**config.mk**
```make
export PLATFORM = sky130hd
export DESIGN_NAME = backward_rle_unpacker
export DESIGN_NICKNAME = d
export VERILOG_FILES = /design/src/rtl/brle_pkg.sv /design/src/rtl/backward_rle_unpacker.sv /design/src/rtl/brle_decoder.sv /design/src/rtl/brle_out_buf.sv
export SDC_FILE = /design/constraint.sdc
export NUM_CORES = 1
export LEC_CHECK = 0
export ABC_AREA = 1
export BUFFER_PORTS_ARGS = -buffer_cell sky130_fd_sc_hd__buf_4
export CAP_MARGIN = 0
export CORE_ASPECT_RATIO = 0.9
export CORE_UTILIZATION = 64
export DETAILED_ROUTE_END_ITERATION = 8
export GPL_TIMING_DRIVEN = 0
export PLACE_DENSITY = 0.85
export SYNTH_ARGS = -nofsm -noshare
export SYNTH_HDL_FRONTEND = slang
export SYNTH_HIERARCHICAL = 1
export SYNTH_SLANG_ARGS = --single-unit
```
**constraint.sdc**
```tcl
create_clock -name clk -period 11.27 [get_ports clk]
set_input_delay 2.254 -clock clk [delete_from_list [all_inputs] [get_ports clk]]
set_output_delay 2.254 -clock clk [all_outputs]
set_load 0.01 [all_outputs]
```
**src/rtl/brle_pkg.sv**
```systemverilog
// ============================================================================
// brle_pkg
// Shared types and constants for the backward run-length unpacker.
// ============================================================================
package brle_pkg;

  // Stream byte and field widths
  localparam int BYTE_W  = 8;
  localparam int COUNT_W = 16;
  localparam int TOTAL_W = 20;

  // Record decoding constants
  localparam logic [BYTE_W-1:0]  PAD_BYTE  = 8'hFF;
  localparam logic [BYTE_W-1:0]  KIND_MASK = 8'hFE;
  localparam logic [BYTE_W-1:0]  OP_FILL   = 8'hB0;
  localparam logic [BYTE_W-1:0]  OP_COPY   = 8'hB2;
  localparam logic [TOTAL_W-1:0] TOTAL_MAX = 20'hFFFFF;

  // Capacity after reset: 65535 paragraphs of 16 bytes
  localparam logic [TOTAL_W-1:0] CAPACITY_RESET = 20'd1048560;

  // Decoder phases
  typedef enum logic [2:0] {
    PH_PAD  = 3'd0,
    PH_OPC  = 3'd1,
    PH_CHI  = 3'd2,
    PH_CLO  = 3'd3,
    PH_FILL = 3'd4,
    PH_COPY = 3'd5,
    PH_TAIL = 3'd6
  } phase_t;

  // Result status codes
  typedef enum logic [1:0] {
    ST_OK      = 2'd0,
    ST_UNKNOWN = 2'd1,
    ST_TRUNC   = 2'd2
  } status_t;

  // One result word
  typedef struct packed {
    logic [BYTE_W-1:0]  out_byte;
    logic [COUNT_W-1:0] repeat_count;
    status_t            status;
    logic               overflow;
    logic               end_of_stream;
    logic [TOTAL_W-1:0] total_bytes;
  } result_t;

endpackage

```
**src/rtl/backward_rle_unpacker.sv**
```systemverilog
// ============================================================================
// backward_rle_unpacker
// Streaming decoder for backward run-length packed images: skips padding,
// decodes fill and copy records, passes the tail through and reports totals.
// ============================================================================
//
//  channel  | dir | handshake          | payload
//  ---------+-----+--------------------+---------------------------------------
//  s_*      | in  | s_tvalid/s_tready  | s_tdata: packed_byte; s_tlast: last_byte
//  m_*      | out | m_tvalid/m_tready  | m_tdata/m_tuser (see ports); m_tlast: end
//  cfg_*    | in  | cfg_we             | cfg_wdata: capacity_bytes
//
//  One packed byte per cycle while s_tready is high; the decoder output is
//  combinational and each word is registered in the two-entry result buffer.
//  s_tready drops only while both buffer entries hold unread words.
//  rst is synchronous: clears the stream state and sets capacity to 1048560.
//  m_tready low stalls only the buffer; input keeps flowing until it fills.
//
module backward_rle_unpacker (
  input  logic        clk,
  input  logic        rst,
  // configuration
  input  logic        cfg_we,
  input  logic [19:0] cfg_wdata,   // capacity_bytes
  // packed input
  input  logic        s_tvalid,
  output logic        s_tready,
  input  logic [7:0]  s_tdata,     // [7:0] packed_byte
  input  logic        s_tlast,     // last_byte
  // results
  output logic        m_tvalid,
  input  logic        m_tready,
  output logic [47:0] m_tdata,     // [7:0] out_byte, [23:8] repeat_count,
                                   // [43:24] total_bytes, [47:44] zero
  output logic [2:0]  m_tuser,     // [1:0] status, [2] overflow
  output logic        m_tlast      // end_of_stream
);
  import brle_pkg::*;

  logic    in_valid;
  logic    res_valid;
  result_t res;
  result_t head;
  logic    space;

  assign s_tready = space;
  assign in_valid = s_tvalid && s_tready;

  brle_decoder u_decoder (
    .clk       (clk),
    .rst       (rst),
    .cfg_we    (cfg_we),
    .cfg_wdata (cfg_wdata),
    .in_valid  (in_valid),
    .in_byte   (s_tdata),
    .in_last   (s_tlast),
    .res_valid (res_valid),
    .res       (res)
  );

  brle_out_buf u_out_buf (
    .clk       (clk),
    .rst       (rst),
    .push      (res_valid),
    .push_data (res),
    .space     (space),
    .out_valid (m_tvalid),
    .out_ready (m_tready),
    .out_data  (head)
  );

  // Output word packing
  assign m_tdata = {4'b0000, head.total_bytes, head.repeat_count, head.out_byte};
  assign m_tuser = {head.overflow, head.status};
  assign m_tlast = head.end_of_stream;

endmodule

```
**src/rtl/brle_decoder.sv**
```systemverilog
// ============================================================================
// brle_decoder
// Record decoder: phase register, held opcode, run length and output total,
// plus the capacity register (cfg_we). One accepted byte updates all but capacity.
// ============================================================================
module brle_decoder (
  input  logic                    clk,
  input  logic                    rst,
  input  logic                    cfg_we,
  input  logic [brle_pkg::TOTAL_W-1:0] cfg_wdata,
  input  logic                    in_valid,
  input  logic [brle_pkg::BYTE_W-1:0]  in_byte,
  input  logic                    in_last,
  output logic                    res_valid,
  output brle_pkg::result_t       res
);
  import brle_pkg::*;

  phase_t               phase, phase_next;
  logic [BYTE_W-1:0]    held_opcode, held_opcode_next;
  logic [COUNT_W-1:0]   run_length, run_length_next;
  logic [TOTAL_W-1:0]   total, total_next;
  logic                 saturated, saturated_next;
  logic [TOTAL_W-1:0]   capacity;

  logic                 emit;
  logic                 add_en;
  logic [COUNT_W-1:0]   add_n;
  logic [TOTAL_W:0]     sum;
  logic [BYTE_W-1:0]    kind;
  phase_t               finish_phase;
  status_t              st;
  logic [BYTE_W-1:0]    ob;
  logic [COUNT_W-1:0]   rep;
  logic                 trunc;

  // Capacity register
  always_ff @(posedge clk) begin
    if (rst) begin
      capacity <= CAPACITY_RESET;
    end else if (cfg_we) begin
      capacity <= cfg_wdata;
    end
  end

  // Phase decode for one byte
  always_comb begin
    phase_next       = phase;
    held_opcode_next = held_opcode;
    run_length_next  = run_length;
    emit             = 1'b0;
    add_en           = 1'b0;
    add_n            = '0;
    st               = ST_OK;
    ob               = '0;
    rep              = '0;
    kind             = held_opcode & KIND_MASK;
    finish_phase     = held_opcode[0] ? PH_TAIL : PH_OPC;

    unique case (phase)
      PH_OPC: begin
        held_opcode_next = in_byte;
        phase_next       = PH_CHI;
      end
      PH_CHI: begin
        run_length_next = {in_byte, {BYTE_W{1'b0}}};
        phase_next      = PH_CLO;
      end
      PH_CLO: begin
        run_length_next = {run_length[COUNT_W-1:BYTE_W], in_byte};
        if (kind == OP_FILL) begin
          phase_next = PH_FILL;
        end else if (kind == OP_COPY) begin
          phase_next = (run_length_next == '0) ? finish_phase : PH_COPY;
        end else begin
          emit       = 1'b1;
          st         = ST_UNKNOWN;
          phase_next = finish_phase;
        end
      end
      PH_FILL: begin
        if (run_length != '0) begin
          ob     = in_byte;
          rep    = run_length;
          add_en = 1'b1;
          add_n  = run_length;
          emit   = 1'b1;
        end
        run_length_next = '0;
        phase_next      = finish_phase;
      end
      PH_COPY: begin
        ob              = in_byte;
        rep             = COUNT_W'(1);
        add_en          = 1'b1;
        add_n           = COUNT_W'(1);
        emit            = 1'b1;
        run_length_next = run_length - COUNT_W'(1);
        if (run_length_next == '0) begin
          phase_next = finish_phase;
        end
      end
      PH_TAIL: begin
        ob     = in_byte;
        rep    = COUNT_W'(1);
        add_en = 1'b1;
        add_n  = COUNT_W'(1);
        emit   = 1'b1;
      end
      default: begin
        // padding skip; also covers the unused phase code
        if (in_byte != PAD_BYTE) begin
          held_opcode_next = in_byte;
          phase_next       = PH_CHI;
        end else begin
          phase_next = PH_PAD;
        end
      end
    endcase

    // Saturating output total
    sum            = {1'b0, total} + {{(TOTAL_W + 1 - COUNT_W){1'b0}}, add_n};
    total_next     = total;
    saturated_next = saturated;
    if (add_en) begin
      if (sum[TOTAL_W]) begin
        total_next     = TOTAL_MAX;
        saturated_next = 1'b1;
      end else begin
        total_next = sum[TOTAL_W-1:0];
      end
    end

    // End of stream inside a record
    trunc = (phase_next == PH_CHI) || (phase_next == PH_CLO) ||
            (phase_next == PH_FILL) || (phase_next == PH_COPY);
    if (in_last) begin
      emit = 1'b1;
      if (trunc) begin
        st = ST_TRUNC;
      end
    end
  end

  // Result word
  always_comb begin
    res_valid         = in_valid && emit;
    res.out_byte      = ob;
    res.repeat_count  = rep;
    res.status        = st;
    res.overflow      = saturated_next || (total_next > capacity);
    res.end_of_stream = in_last;
    res.total_bytes   = total_next;
  end

  // Decoder state; the final byte returns it to reset
  always_ff @(posedge clk) begin
    if (rst) begin
      phase       <= PH_PAD;
      held_opcode <= '0;
      run_length  <= '0;
      total       <= '0;
      saturated   <= 1'b0;
    end else if (in_valid) begin
      if (in_last) begin
        phase       <= PH_PAD;
        held_opcode <= '0;
        run_length  <= '0;
        total       <= '0;
        saturated   <= 1'b0;
      end else begin
        phase       <= phase_next;
        held_opcode <= held_opcode_next;
        run_length  <= run_length_next;
        total       <= total_next;
        saturated   <= saturated_next;
      end
    end
  end

  // Final byte always yields a word and clears the stream
  a_last_emits: assert property (@(posedge clk) disable iff (rst)
    in_valid && in_last |-> res_valid)
    else $error("final byte produced no word");

  a_last_clears: assert property (@(posedge clk) disable iff (rst)
    in_valid && in_last |=> phase == PH_PAD && total == '0 && !saturated)
    else $error("stream state not cleared after final byte");

  a_trunc_only_at_end: assert property (@(posedge clk) disable iff (rst)
    res_valid && res.status == ST_TRUNC |-> res.end_of_stream)
    else $error("truncation status on a word that is not the last");

  a_total_holds_idle: assert property (@(posedge clk) disable iff (rst)
    !in_valid |=> $stable(total) && $stable(phase))
    else $error("decoder state moved without an accepted byte");

endmodule

```
**src/rtl/brle_out_buf.sv**
```systemverilog
// ============================================================================
// brle_out_buf
// Two-entry result buffer between the decoder and the output stream; lets a
// new byte be taken while a finished word still waits.
// ============================================================================
module brle_out_buf (
  input  logic              clk,
  input  logic              rst,
  input  logic              push,
  input  brle_pkg::result_t push_data,
  output logic              space,
  output logic              out_valid,
  input  logic              out_ready,
  output brle_pkg::result_t out_data
);
  import brle_pkg::*;

  result_t     entry [2];
  logic        wr_ptr;
  logic        rd_ptr;
  logic [1:0]  count;
  logic        pop;

  assign pop       = out_valid && out_ready;
  assign out_valid = (count != 2'd0);
  assign space     = (count != 2'd2);
  assign out_data  = entry[rd_ptr];

  // Entry storage
  always_ff @(posedge clk) begin
    if (push) begin
      entry[wr_ptr] <= push_data;
    end
  end

  // Pointers and fill count
  always_ff @(posedge clk) begin
    if (rst) begin
      wr_ptr <= 1'b0;
      rd_ptr <= 1'b0;
      count  <= 2'd0;
    end else begin
      if (push) begin
        wr_ptr <= ~wr_ptr;
      end
      if (pop) begin
        rd_ptr <= ~rd_ptr;
      end
      unique case ({push, pop})
        2'b10:   count <= count + 2'd1;
        2'b01:   count <= count - 2'd1;
        default: count <= count;
      endcase
    end
  end

  a_no_overrun: assert property (@(posedge clk) disable iff (rst)
    push |-> count != 2'd2 || pop)
    else $error("word pushed into a full buffer");

  a_count_range: assert property (@(posedge clk) disable iff (rst)
    count != 2'd3)
    else $error("buffer count out of range");

  a_ptr_track: assert property (@(posedge clk) disable iff (rst)
    (count == 2'd0 || count == 2'd2) |-> wr_ptr == rd_ptr)
    else $error("pointers disagree with fill count");

endmodule
```
==> parameters.txt, run 1 <==
Parameter                              Value

Worst setup path
  Worst setup path category ... flop to flop
  Worst setup SP type ... flop
  Kind of end point of the critical path ... flop
  Capturing point of the worst reg2reg path ... u_out_buf/entry[0][21]
  Largest fanout of any net on the critical path ... 10
  Reg-to-reg slack, setup ... 5.70 ns
  Launch point of the critical path ... u_decoder/phase[2]
  R2R Path Start ... u_decoder/phase[2]
  Data required time at the worst endpoint ... ~11 ns
  Worst endpoint data arrival time ... 5.72 ns
  Logic depth of the worst register-to-register path ... 25

Min path
  Hold-critical path depth ... 2
  Hold Crit Start ... u_decoder/held_opcode[6]
  Worst min-delay path category ... flop to flop
  Worst hold endpoint ... u_decoder/held_opcode[6]

CTS
  Number of clock buffers inserted by TritonCTS ... 17
  Register clock-pin slew on the reported worst setup and hold paths ... around 0.060 ns
  Post-CTS Setup Bufs ... 0
  Clock Sinks ... between 150 and 200
  Maximum clock insertion buffer count ... 2
  Post-cts gate resize count ... 0
  CTS tree ... yes
  Clk root buf ... sky130_fd_sc_hd__clkbuf_16
  Hold Buf Count CTS ... 0
  Maximum level of the CTS H-tree ... 4
  Clk Latency, worst-skew pair ... about 0.43 ns

Logic synthesis
  Count of distinct cell types in the synthesized netlist ... 53
  Number of synthesized flops with an enable pin ... 96
  Area of the mapped netlist ... between 0.009 and 0.01 mm²
  Sequential area share after synthesis ... a little under half
  Async set-reset flop share out of synthesis ... 0%
  Ys Warns ... 6
  Top cells by area, synth ... sky130_fd_sc_hd__edfxtp_1, sky130_fd_sc_hd__dfxtp_1, sky130_fd_sc_hd__nand2_1
  Post-Synthesis Cells ... just over 1000
  Most used flip-flop cell after synthesis ... sky130_fd_sc_hd__edfxtp_1
  Share of the synthesized area in the top cell type ... 31.68%
  Yosys reg bits ... 169
  Synth area leader ... sky130_fd_sc_hd__edfxtp_1
  Average footprint of a synthesized cell ... ~8.8 µm²

Timing
  Slew margin rel. ... approximately half
  Total negative slack ... 0 ns
  Post-route minimum period ... about 5.6 ns
  Actual slew at the worst max-slew pin ... ~0.72 ns
  Number of endpoints failing setup at the final stage ... 0
  Post-route worst setup slack ... between 5 and 6 ns
  Share of the cycle needed by the critical path after routing ... 49.38%
  Setup repair after global routing missed its margin ... false
  Upper clock frequency limit ... around 180 MHz
  Clock tree skew after final layout ... roughly 0.012 ns
  Slew Viols, Final ... 0
  Final number of hold-violating endpoints ... 0

Placed design
  Buffers added on ports ... between 80 and 90
  Dpl hpwl ... approximately 17000 µm
  Cell area after placement ... 0.01002 mm²
  Routability-driven placement congestion ratio ... about 1.0
  Post-placement setup slack ... 6.051 ns

Global route
  First-pass GRT wire length ... between 30000 and 40000 µm
  Antenna violations before repair ... 0
  Global-route usage over all layers ... roughly a third
  Global-route congestion overflow total ... 0
  Number of global-route vias before repair ... between 7000 and 8000
  Pin count of the biggest net entering global routing ... 34

Floorplan
  Core outline area ... 0.01361 mm²
  Vertical extent of the die ... roughly 120 µm
  Starting density of the core ... between 60% and 70%
  # IOs ... just under 90
  Overall die area ... approximately 0.015 mm²
  Floorplan row count ... 40
  Die X-Extent ... around 130 µm

Routing
  Average wire per standard cell ... 17.49 µm
  Count of vias placed by the detailed router ... between 7000 and 8000
  First-iteration detailed-routing DRC count ... roughly 850
  Antenna viol nets, final ... 0
  DRT Pass-1 Iters ... 6
  DRC ... 0
  Total Routed Length ... ~23000 µm
  Mean number of vias per cell ... between 5 and 6

Layout
  Nets@finish ... 1211
  Filler cells ... 940
  Most common library cell in the layout ignoring fill and taps ... sky130_fd_sc_hd__nand2_1
  Layout Utilization ... between 70% and 80%
  Most used cells in the layout excluding fill and tap cells ... sky130_fd_sc_hd__nand2_1, sky130_fd_sc_hd__inv_1, sky130_fd_sc_hd__nor2_1, sky130_fd_sc_hd__a21oi_1, sky130_fd_sc_hd__edfxtp_1
  Antenna diode count ... 0
  Proportion of layout cells with a drive suffix above 1 ... 19.74%
  Post-synthesis to final-layout area growth ... 17.45%
  Non-Filler Cell Area, Final ... ~0.011 mm²

Job
  Total of max-cap violations ... 0

Pwr
  Maximum ir drop on the vdd rail ... between 0.00015 and 0.0002 V
  Leakage power total ... roughly 4.4 nW
  Areal power density over the cells ... between 100 and 150 mW/mm²

Status
  Result of the run ... finished, final reports clean
-- layout make-up --
type / count / area [µm²] / area share (%)
timing repair buffer: 85 / 663.1 / 6.205
sequential: 169 / 4344 / 40.65
inverter: 119 / 446.7 / 4.179
clock inverter: 12 / 222.7 / 2.084
clock buffer: 20 / 446.7 / 4.179
tap: 189 / 236.5 / 2.213
multi-input combinational: 713 / 4130 / 38.64
buffer: 32 / 197.7 / 1.850
-- per-layer routing --
| layer | global-route usage [%] | wire, µm | share of wire [%] |
|---|---|---|---|
| met1 | 46.68 | 10210 | 44 |
| met2 | 51.91 | 10330 | 44 |
| met3 | 7.864 | 2364 | 10 |
| met4 | 11.37 | 515 | 2.2 |
| met5 | 0 | 0 | 0 |
-- flip-flops by register name, summed over array words and instances, names as in the netlist, named ones only --
name and count:
u_decoder/capacity 20, u_decoder/held_opcode 8, u_decoder/phase 3, u_decoder/run_length 16
u_decoder/saturated 1, u_decoder/total 20, u_out_buf/count 2, u_out_buf/entry 96
u_out_buf/rd_ptr 1, u_out_buf/wr_ptr 1
-- critical path, cell delays in order (launching register included) --
cell and delay [ns]:
sky130_fd_sc_hd__dfxtp_1 0.44, sky130_fd_sc_hd__inv_2 0.07, sky130_fd_sc_hd__nor2_4 0.13, sky130_fd_sc_hd__inv_2 0.07, sky130_fd_sc_hd__nor2_2 0.33, sky130_fd_sc_hd__inv_1 0.19
sky130_fd_sc_hd__clkbuf_1 0.27, sky130_fd_sc_hd__nor2_1 0.44, sky130_fd_sc_hd__ha_1 0.38, sky130_fd_sc_hd__a21oi_1 0.29, sky130_fd_sc_hd__o21a_1 0.17, sky130_fd_sc_hd__nor2_1 0.04
sky130_fd_sc_hd__nor2_1 0.08, sky130_fd_sc_hd__nand2_1 0.13, sky130_fd_sc_hd__nand2_2 0.20, sky130_fd_sc_hd__buf_4 0.24, sky130_fd_sc_hd__nand4_1 0.15, sky130_fd_sc_hd__and2_1 0.22
sky130_fd_sc_hd__ha_1 0.32, sky130_fd_sc_hd__nand2_1 0.08, sky130_fd_sc_hd__nor3_1 0.34, sky130_fd_sc_hd__nand3_1 0.19, sky130_fd_sc_hd__nor2_1 0.15, sky130_fd_sc_hd__nand2_1 0.11
sky130_fd_sc_hd__nand2_1 0.14, sky130_fd_sc_hd__nand2_1 0.11
-- metrics by stage --
| stage | hold slack, ns | power (W) | instances |
|---|---|---|---|
| finish | 0.4625 | 0.001574 | 1339 |
| global route | 0.4945 | 0.001628 | 1339 |
| CTS | 0.4676 | 0.001576 | 1339 |
| detailed placement | 0.4531 | 0.0009240 | 1307 |
| global placement | 0.4510 | 0.0009177 | 1305 |
| floorplan | 0.4393 | 0.0008392 | 1033 |
-- cell usage after synthesis (10+ instances only) --
library cell,number
sky130_fd_sc_hd__edfxtp_1,96
sky130_fd_sc_hd__nand2_1,220
sky130_fd_sc_hd__dfxtp_1,73
sky130_fd_sc_hd__o22ai_1,12
sky130_fd_sc_hd__nor2_1,110
sky130_fd_sc_hd__mux2_2,28
sky130_fd_sc_hd__ha_1,39
sky130_fd_sc_hd__inv_1,111
sky130_fd_sc_hd__clkbuf_1,13
sky130_fd_sc_hd__a21oi_1,96
sky130_fd_sc_hd__nand3_1,35
sky130_fd_sc_hd__nand4_1,15
sky130_fd_sc_hd__nor3_1,10
sky130_fd_sc_hd__o21ai_0,45
sky130_fd_sc_hd__mux2_4,20
-- cell families after synthesis --
logic type | synth area share [%]
and+or+nand+nor | 19.69
xor gates and xnor gates | 0.6737
AOI/OAI and AO/OA | 12.43
buffers and inverters | 7.081
muxes | 6.765
other | 0.04121
DFF | 47.74
adders and majority gates | 5.582
-- worst max path at each step --
stage / end / slack [ns] / cells after the start
2_1_floorplan: u_out_buf/entry[0][0] / 6.16 / 6
3_3_place_gp: u_out_buf/entry[0][5] / 4.80 / 7
3_5_place_dp: u_out_buf/entry[0][21] / 6.05 / 25
4_1_cts: u_out_buf/entry[0][21] / 5.93 / 25
5_1_grt: u_out_buf/entry[0][21] / 5.48 / 25
6_report: u_out_buf/entry[0][21] / 5.70 / 25
-- power breakdown --
| group | switching [W] | leakage [nW] | internal (W) | total, W |
|---|---|---|---|---|
| Sequential | 0.0000122 | 1.46 | 0.000675 | 0.000688 |
| Combinational | 0.000130 | 2.63 | 0.0000996 | 0.000229 |
| Clock | 0.000235 | 0.322 | 0.000422 | 0.000657 |
(Power assumes the default switching activity.)
==> run 2: changes to the inputs <==
--- a/config.mk
+++ b/config.mk
@@ -9,10 +9,10 @@
 export BUFFER_PORTS_ARGS = -buffer_cell sky130_fd_sc_hd__buf_4
 export CAP_MARGIN = 0
 export CORE_ASPECT_RATIO = 0.9
-export CORE_UTILIZATION = 64
+export CORE_UTILIZATION = 54
 export DETAILED_ROUTE_END_ITERATION = 8
 export GPL_TIMING_DRIVEN = 0
-export PLACE_DENSITY = 0.85
+export PLACE_DENSITY = 0.77
 export SYNTH_ARGS = -nofsm -noshare
 export SYNTH_HDL_FRONTEND = slang
 export SYNTH_HIERARCHICAL = 1
==> constraint.sdc (replaced) <==
create_clock -name clk -period 4.45 [get_ports clk]
set_input_delay 0.89 -clock clk [delete_from_list [all_inputs] [get_ports clk]]
set_output_delay 0.89 -clock clk [all_outputs]
set_load 0.01 [all_outputs]
==> run 2 against run 1 <==
  * The run now ends with design-rule violations left
  * Non-clock buffer count is 21 higher
  * Combinational power rose to 2.6 times the previous value
  * Cell area rose by 4.4%
  * Clock skew about the same
  * Die area up 18%
  * Maximum frequency grew 30%
  * Critical endpoint is now u_out_buf/entry[1][21]
  * Sequential cell count is the same
  * Critical path depth grew 1
  * Routed wire length is 1.2% lower
  * Core utilization shrank 10 points
  * Clock power grew 120%
  * Largest cell class is now multi-input combinational cells
  * Count of clock-buffer cells in the layout rose by 1
==> parameters.txt, run 2 (synthesis results as in run 1) <==
Parameter                              Value

Status
  Result of the run ... finished, violations left
  Failing checks ... design-rule violations

CTS
  CTS tree ... yes
  Clk Latency, worst-skew pair ... 0.44 ns (about the same)
  Maximum clock insertion buffer count ... 2 (unchanged)
  Maximum level of the CTS H-tree ... 4 (unchanged)
  Clk root buf ... sky130_fd_sc_hd__clkbuf_16
  Hold Buf Count CTS ... 0 (unchanged)
  Clock Sinks ... 169 (unchanged)
  Number of clock buffers inserted by TritonCTS ... 17 (unchanged)
  Register clock-pin slew on the reported worst setup and hold paths ... 0.06 ns (about the same)

Pwr
  Portion of total power attributed to sequential cells ... 46.0% (+2.3 points)
  Maximum ir drop on the vdd rail ... 0.0002988 V (+82%)
  Areal power density over the cells ... 339.0 mW/mm² (+130%)
  Net load switching power ... 0.0009555 W (+150%)
  Net switching fraction of the power ... 25.27% (+1.3 points)
  Total design power ... 0.003781 W (+140%)
  Leakage power total ... 4.535 nW (+2.9%)
  Clk network pwr share ... 38.6% (-3.1 points)
  Cell-internal power ... 0.002825 W (+140%)
  Combinational power share ... 15.5% (+0.9 points)

Timing
  Post-route minimum period ... 4.266 ns (-1.300 ns)
  Actual slew at the worst max-slew pin ... 0.7966 ns (+0.07337 ns)
  Number of endpoints failing setup at the final stage ... 0 (unchanged)
  Clock tree skew after final layout ... 0.01229 ns (-0.00003630 ns)
  Slew margin rel. ... 46.57% (-4.9 points)
  Total negative slack ... 0 ns (unchanged)
  Share of the cycle needed by the critical path after routing ... 95.86% (+46 points)
  Smallest hold slack ... 0.4660 ns (+0.003414 ns)
  Upper clock frequency limit ... 234.4 MHz (+30%)
  Final number of hold-violating endpoints ... 0 (unchanged)
  Slew Viols, Final ... 0 (unchanged)
  Post-route worst setup slack ... 0.1842 ns (-5.520 ns)

Routing
  Mean number of vias per cell ... 5.538 (-3.2%)
  First-iteration detailed-routing DRC count ... 749 (-12%)
  Count of vias placed by the detailed router ... 7631 (-0.40%)
  Total Routed Length ... 23130 µm (-1.2%)
  DRT Pass-1 Iters ... 8 (+2)
  Average wire per standard cell ... 16.79 µm (-4.0%)
  DRC ... 14 (+14)
  Antenna viol nets, final ... 0 (unchanged)

Placed design
  Buffers added on ports ... 83 (unchanged)
  Routability-driven placement congestion ratio ... 0.9584 (-3.9%)
  Post-placement setup slack ... -0.5711 ns (-6.622 ns)
  Dpl hpwl ... 16760 µm (-0.98%)
  Cell area after placement ... 0.01004 mm² (+0.22%)

Layout
  Multi-input gate area ... 0.004443 mm² (+7.6%)
  Antenna diode count ... 0 (unchanged)
  Most common library cell in the layout ignoring fill and taps ... sky130_fd_sc_hd__nand2_1
  Most used cells in the layout excluding fill and tap cells ... sky130_fd_sc_hd__nand2_1, sky130_fd_sc_hd__buf_4, sky130_fd_sc_hd__inv_1, sky130_fd_sc_hd__edfxtp_1, sky130_fd_sc_hd__a21oi_1
  Max FFs per register ... 96 (unchanged)
  Registers with the highest flip-flop counts ... u_out_buf/entry x96, u_decoder/capacity x20, u_decoder/total x20
  Filler cells ... 1269 (+35%)
  Proportion of layout cells with a drive suffix above 1 ... 25.28% (+5.5 points)
  Non-Filler Cell Area, Final ... 0.01115 mm² (+4.4%)
  Register cell area after layout ... 0.004348 mm² (about the same)
  Post-synthesis to final-layout area growth ... 22.56%
  Register with the highest flop count ... u_out_buf/entry
  Nets@finish ... 1232 (+1.7%)

Global route
  Pin count of the biggest net entering global routing ... 30 (-12%)
  Global-route congestion overflow total ... 0 (unchanged)
  Antenna violations before repair ... 0 (unchanged)
  Number of global-route vias before repair ... 6991 (-1.7%)
  First-pass GRT wire length ... 35890 µm (-2.8%)
  Global-route usage over all layers ... 26.87% (-6.7 points)

Floorplan
  Die X-Extent ... 138.8 µm (+8.7%)
  Vertical extent of the die ... 125.2 µm (+8.7%)
  Floorplan row count ... 44 (+10%)
  Starting density of the core ... 55.84% (-11 points)
  # IOs ... 88 (unchanged)
  Core outline area ... 0.01630 mm² (+20%)
  Overall die area ... 0.01738 mm² (+18%)

Worst setup path
  Largest fanout of any net on the critical path ... 6 (-4)
  Worst endpoint data arrival time ... 4.44 ns (-1.28 ns)
  Worst setup SP type ... flop
  Kind of end point of the critical path ... flop
  Worst setup path category ... flop to flop
  Data required time at the worst endpoint ... 4.63 ns (-6.80 ns)

Min path
  Worst min-delay path category ... flop to flop

Job
  Total of max-cap violations ... 0 (unchanged)
## run 2: final cells by class
class | instances | share of cell area, %
Clock inverter | 11 | 1.077
Sequential cell | 169 | 38.98
Buffer | 32 | 1.986
Tap cell | 207 | 2.322
Multi-Input combinational cell | 713 | 39.84
Timing Repair Buffer | 106 | 7.628
Inverter | 119 | 4.039
Clock buffer | 21 | 4.128
## run 2: path summary, 6_finish.rpt
check / slack, ns / start / to / depth (start not counted)
setup / recovery: 0.18 / u_decoder/run_length[1] / u_out_buf/entry[1][21] / 26
hold / removal: 0.47 / u_decoder/held_opcode[6] / u_decoder/held_opcode[6] / 2
setup reg to reg: 0.18 / u_decoder/run_length[1] / u_out_buf/entry[1][21] / 26
hold reg to reg: 0.47 / u_decoder/held_opcode[6] / u_decoder/held_opcode[6] / 2
## run 2: repair_timing
item                       CTS  global route
setup buffers                5            15
resized for setup           33            48
pin swaps                    4            20
gates cloned                 0             1
setup endpoints to repair    2             2
## run 2: power by group through the flow
stage / clock [W] / combinational, W / sequential [W]
6_report: 0.00146 / 0.000585 / 0.00174
5_1_grt: 0.00154 / 0.000634 / 0.00174
4_1_cts: 0.00148 / 0.000574 / 0.00174
3_5_place_dp: 0 / 0.000563 / 0.00177
3_3_place_gp: 0 / 0.000552 / 0.00177
2_1_floorplan: 0 / 0.000360 / 0.00177
## run 2: metal layers
layer  up-vias  GRT usage (%)  share of wire, %
li1       3742              -                 -
met1      3557          37.40                46
met2       299          40.61                45
met3        33          6.128               7.1
met4         0          10.85               1.8
met5         -              0                 0
## run 2: worst max-delay path, cell delays in order, from the launching register on
cell and delay (ns):
sky130_fd_sc_hd__dfxtp_1 0.33, sky130_fd_sc_hd__inv_2 0.10, sky130_fd_sc_hd__ha_4 0.15, sky130_fd_sc_hd__inv_1 0.07
sky130_fd_sc_hd__nor2_4 0.13, sky130_fd_sc_hd__nand2_2 0.10, sky130_fd_sc_hd__o21ai_4 0.21, sky130_fd_sc_hd__o21ai_4 0.11
sky130_fd_sc_hd__ha_4 0.18, sky130_fd_sc_hd__fa_2 0.36, sky130_fd_sc_hd__nand3_1 0.08, sky130_fd_sc_hd__and2_4 0.16
sky130_fd_sc_hd__o21ai_2 0.08, sky130_fd_sc_hd__nand2_1 0.10, sky130_fd_sc_hd__nand2_2 0.10, sky130_fd_sc_hd__nand2_4 0.15
sky130_fd_sc_hd__clkinvlp_4 0.19, sky130_fd_sc_hd__nand2_4 0.16, sky130_fd_sc_hd__nand3_4 0.11, sky130_fd_sc_hd__ha_1 0.31
sky130_fd_sc_hd__nand4_1 0.14, sky130_fd_sc_hd__nor3_2 0.21, sky130_fd_sc_hd__nand3_1 0.16, sky130_fd_sc_hd__nor2_1 0.12
sky130_fd_sc_hd__nand2_1 0.05, sky130_fd_sc_hd__nand2_1 0.06, sky130_fd_sc_hd__nand2_1 0.07
## run 2: per-stage QoR
step,instances,utilization [%]
2_1_floorplan,1033,-
3_3_place_gp,1323,61.33
3_5_place_dp,1325,61.62
4_1_cts,1362,66.22
5_1_grt,1378,68.44
6_report,1378,68.44
==> run 3: changes to the inputs <==
--- a/config.mk
+++ b/config.mk
@@ -7,12 +7,13 @@
 export LEC_CHECK = 0
 export ABC_AREA = 1
 export BUFFER_PORTS_ARGS = -buffer_cell sky130_fd_sc_hd__buf_4
-export CAP_MARGIN = 0
+export CAP_MARGIN = 20
 export CORE_ASPECT_RATIO = 0.9
-export CORE_UTILIZATION = 54
+export CORE_UTILIZATION = 56
+export CTS_BUF_LIST = sky130_fd_sc_hd__clkbuf_8
 export DETAILED_ROUTE_END_ITERATION = 8
 export GPL_TIMING_DRIVEN = 0
-export PLACE_DENSITY = 0.77
+export PLACE_DENSITY = 0.79
 export SYNTH_ARGS = -nofsm -noshare
 export SYNTH_HDL_FRONTEND = slang
 export SYNTH_HIERARCHICAL = 1
==> run 3 against run 2 <==
  * The flow now finishes without violations
  * Core utilization up 1.1 points
  * Clock power down 25%
  * Total power down 9.3%
  * Critical path type unchanged
  * Critical endpoint unchanged
  * Largest cell class unchanged
==> parameters.txt, run 3 (synthesis results as in run 1) <==
Parameter                              Value

Layout
  Post-synthesis to final-layout area growth ... 19.73%
  Antenna diode count ... 0 (unchanged)
  Register with the highest flop count ... u_out_buf/entry
  Layout Utilization ... 69.59% (+1.1 points)
  Most used cells in the layout excluding fill and tap cells ... sky130_fd_sc_hd__nand2_1, sky130_fd_sc_hd__inv_1, sky130_fd_sc_hd__buf_4, sky130_fd_sc_hd__edfxtp_1, sky130_fd_sc_hd__a21oi_1
  Registers with the highest flip-flop counts ... u_out_buf/entry x96, u_decoder/capacity x20, u_decoder/total x20
  Proportion of layout cells with a drive suffix above 1 ... 25.58% (+0.30 points)
  Multi-input gate area ... 0.004458 mm² (+0.34%)
  Max FFs per register ... 96 (unchanged)
  Nets@finish ... 1226 (-0.49%)
  Filler cells ... 1191 (-6.1%)
  Most common library cell in the layout ignoring fill and taps ... sky130_fd_sc_hd__nand2_1
  Register cell area after layout ... 0.004352 mm² (about the same)

CTS
  Hold Buf Count CTS ... 0 (unchanged)
  Maximum level of the CTS H-tree ... 4 (unchanged)
  CTS tree ... yes
  Maximum clock insertion buffer count ... 2 (unchanged)
  Clk root buf ... sky130_fd_sc_hd__clkbuf_8
  Clk Latency, worst-skew pair ... 0.47 ns (+0.03 ns)
  Clock Sinks ... 169 (unchanged)
  Number of clock buffers inserted by TritonCTS ... 17 (unchanged)
  Register clock-pin slew on the reported worst setup and hold paths ... 0.09 ns (+0.03 ns)

Routing
  Total Routed Length ... 23430 µm (+1.3%)
  Average wire per standard cell ... 17.14 µm (+2.1%)
  Mean number of vias per cell ... 5.732 (+3.5%)
  Count of vias placed by the detailed router ... 7836 (+2.7%)
  First-iteration detailed-routing DRC count ... 919 (+23%)
  Antenna viol nets, final ... 0 (unchanged)
  DRC ... 0 (-14)
  DRT Pass-1 Iters ... 5 (-3)

Timing
  Slew margin rel. ... 45.50% (-1.1 points)
  Share of the cycle needed by the critical path after routing ... 96.61% (+0.75 points)
  Post-route worst setup slack ... 0.1507 ns (-0.03341 ns)
  Upper clock frequency limit ... 232.6 MHz (-0.78%)
  Actual slew at the worst max-slew pin ... 0.8127 ns (+0.01606 ns)
  Post-route minimum period ... 4.299 ns (+0.03341 ns)
  Final number of hold-violating endpoints ... 0 (unchanged)
  Number of endpoints failing setup at the final stage ... 0 (unchanged)
  Slew Viols, Final ... 0 (unchanged)
  Clock tree skew after final layout ... 0.01136 ns (-0.0009257 ns)

Placed design
  Post-placement setup slack ... -0.5664 ns (+0.004699 ns)
  Buffers added on ports ... 83 (unchanged)
  Routability-driven placement congestion ratio ... 0.9944 (+3.8%)
  Dpl hpwl ... 16540 µm (-1.3%)

Pwr
  Leakage power total ... 4.401 nW (-2.9%)
  Clk network pwr share ... 32.0% (-6.6 points)
  Combinational power share ... 17.3% (+1.8 points)
  Net switching fraction of the power ... 27.49% (+2.2 points)
  Portion of total power attributed to sequential cells ... 50.7% (+4.7 points)
  Net load switching power ... 0.0009424 W (-1.4%)
  Areal power density over the cells ... 314.6 mW/mm² (-7.2%)
  Total design power ... 0.003428 W (-9.3%)
  Cell-internal power ... 0.002486 W (-12%)
  Maximum ir drop on the vdd rail ... 0.0002523 V (-16%)

Worst setup path
  Worst setup path category ... flop to flop
  Kind of end point of the critical path ... flop
  Slowest stage cell, crit path ... sky130_fd_sc_hd__fa_2
  Logic depth of the worst register-to-register path ... 23 (-12%)
  Data required time at the worst endpoint ... 4.66 ns (+0.03 ns)
  Launch point of the critical path ... u_decoder/run_length[14]
  Largest fanout of any net on the critical path ... 4 (-2)
  Slowest Stage Delay on Critical Path ... 0.42 ns (+0.06 ns)
  Worst endpoint data arrival time ... 4.51 ns (+0.07 ns)
  Worst setup SP type ... flop
  Cell-by-cell listing of the critical path ... nor2_2 > nand4_1 > o21ai_4 > o21ai_4 > ha_4 > fa_2 > nand3_1 > and2_4 > o21ai_2 > nand2_1 > nand2_2 > nand2_4 > clkinvlp_4 > nand2_4 > nand3_4 > ha_4 > nand4_1 > nor3_2 > nand3_2 > nor2_2 > nand2_1 > nand2_1 > nand2_1
  End point of the critical path ... u_out_buf/entry[1][21]
  R2R Path Start ... u_decoder/run_length[14]
  Reg-to-reg slack, setup ... 0.15 ns (-0.03 ns)
  Capturing point of the worst reg2reg path ... u_out_buf/entry[1][21]
  Most frequent cell on the critical path ... sky130_fd_sc_hd__nand2_1

Global route
  Routing usage on met1 ... 39.42% (+2.0 points)
  Fraction of met3 tracks used by global routing ... 5.945% (-0.18 points)
  M2 GR Usage ... 43.15% (+2.5 points)
  Pin count of the biggest net entering global routing ... 34 (+13%)
  First-pass GRT wire length ... 35690 µm (-0.58%)
  Number of global-route vias before repair ... 7081 (+1.3%)
  Most used routing layer ... met2
  Antenna violations before repair ... 0 (unchanged)
  Global-route usage over all layers ... 28.38% (+1.5 points)
  Global-route congestion overflow total ... 0 (unchanged)

Min path
  Worst min-delay path category ... flop to flop

Floorplan
  Vertical extent of the die ... 122.9 µm (-1.8%)
  Core outline area ... 0.01566 mm² (-3.9%)
  # IOs ... 88 (unchanged)
  Die X-Extent ... 136.4 µm (-1.8%)
  Overall die area ... 0.01676 mm² (-3.5%)
  Floorplan row count ... 43 (-2.3%)
  Starting density of the core ... 58.12% (+2.3 points)

Status
  Result of the run ... finished, final reports clean

Job
  Total of max-cap violations ... 0 (unchanged)
==> run 3: repair_timing <==
item / CTS / global route
pin swaps: 2 / 19
buffers inserted: 3 / 12
cloned: 0 / 0
resized for setup: 26 / 59
setup endpoints to repair: 2 / 2
==> run 3: worst min-delay path by stage <==
stage / from / endpoint / slack [ns] / cells past startpoint
final: u_decoder/capacity[15] / u_decoder/capacity[15] / 0.47 / 2
after global routing: u_decoder/held_opcode[1] / u_decoder/held_opcode[1] / 0.50 / 2
after CTS: u_decoder/held_opcode[7] / u_decoder/held_opcode[7] / 0.47 / 2
after detailed placement: u_decoder/held_opcode[7] / u_decoder/held_opcode[7] / 0.46 / 2
after global placement: u_decoder/held_opcode[5] / u_decoder/held_opcode[5] / 0.45 / 2
after floorplan: u_decoder/capacity[1] / u_decoder/capacity[1] / 0.44 / 2
==> run 3: metal layers <==
metal / share of wire (%) / up-vias
met1: 44 / 3632
li1: - / 3725
met3: 8.5 / 54
met4: 2.3 / 0
met5: 0 / -
met2: 46 / 425
==> run 3: critical path, delay by kind of cell (launching register included) <==
family / cells / cell delay (ns)
simple gates: 16 / 2.14
fa+ha+maj: 3 / 0.91
compound gates: 3 / 0.46
flops: 1 / 0.37
buf+inv: 1 / 0.17
==> run 3: metrics by stage <==
step                      cells  hold slack, ns  cell area, µm²  setup TNS, ns
after CTS                  1355          0.4729           10540              0
after global placement     1318          0.4494            9987         -43.45
after floorplan            1033          0.4393            9111              0
after detailed placement   1320          0.4599           10030         -1.133
after global routing       1367          0.4988           10900        -0.1340
final                      1367          0.4736           10900              0
==> run 3: layout make-up <==
class | count | area share [%]
Buffer | 32 | 1.952
Clock buffer | 18 | 2.274
Clock inverter | 14 | 1.344
Inverter | 119 | 4.134
Multi-Input combinational cell | 713 | 40.92
Sequential cell | 169 | 39.94
Tap cell | 202 | 2.320
Timing Repair Buffer | 100 | 7.120
==> run 3: power groups by stage <==
stage / Combinational (W) / Clock, W / Sequential, W
2_1_floorplan: 0.000360 / 0 / 0.00177
3_3_place_gp: 0.000551 / 0 / 0.00177
3_5_place_dp: 0.000565 / 0 / 0.00177
4_1_cts: 0.000572 / 0.00111 / 0.00174
5_1_grt: 0.000644 / 0.00116 / 0.00174
6_report: 0.000595 / 0.00110 / 0.00174
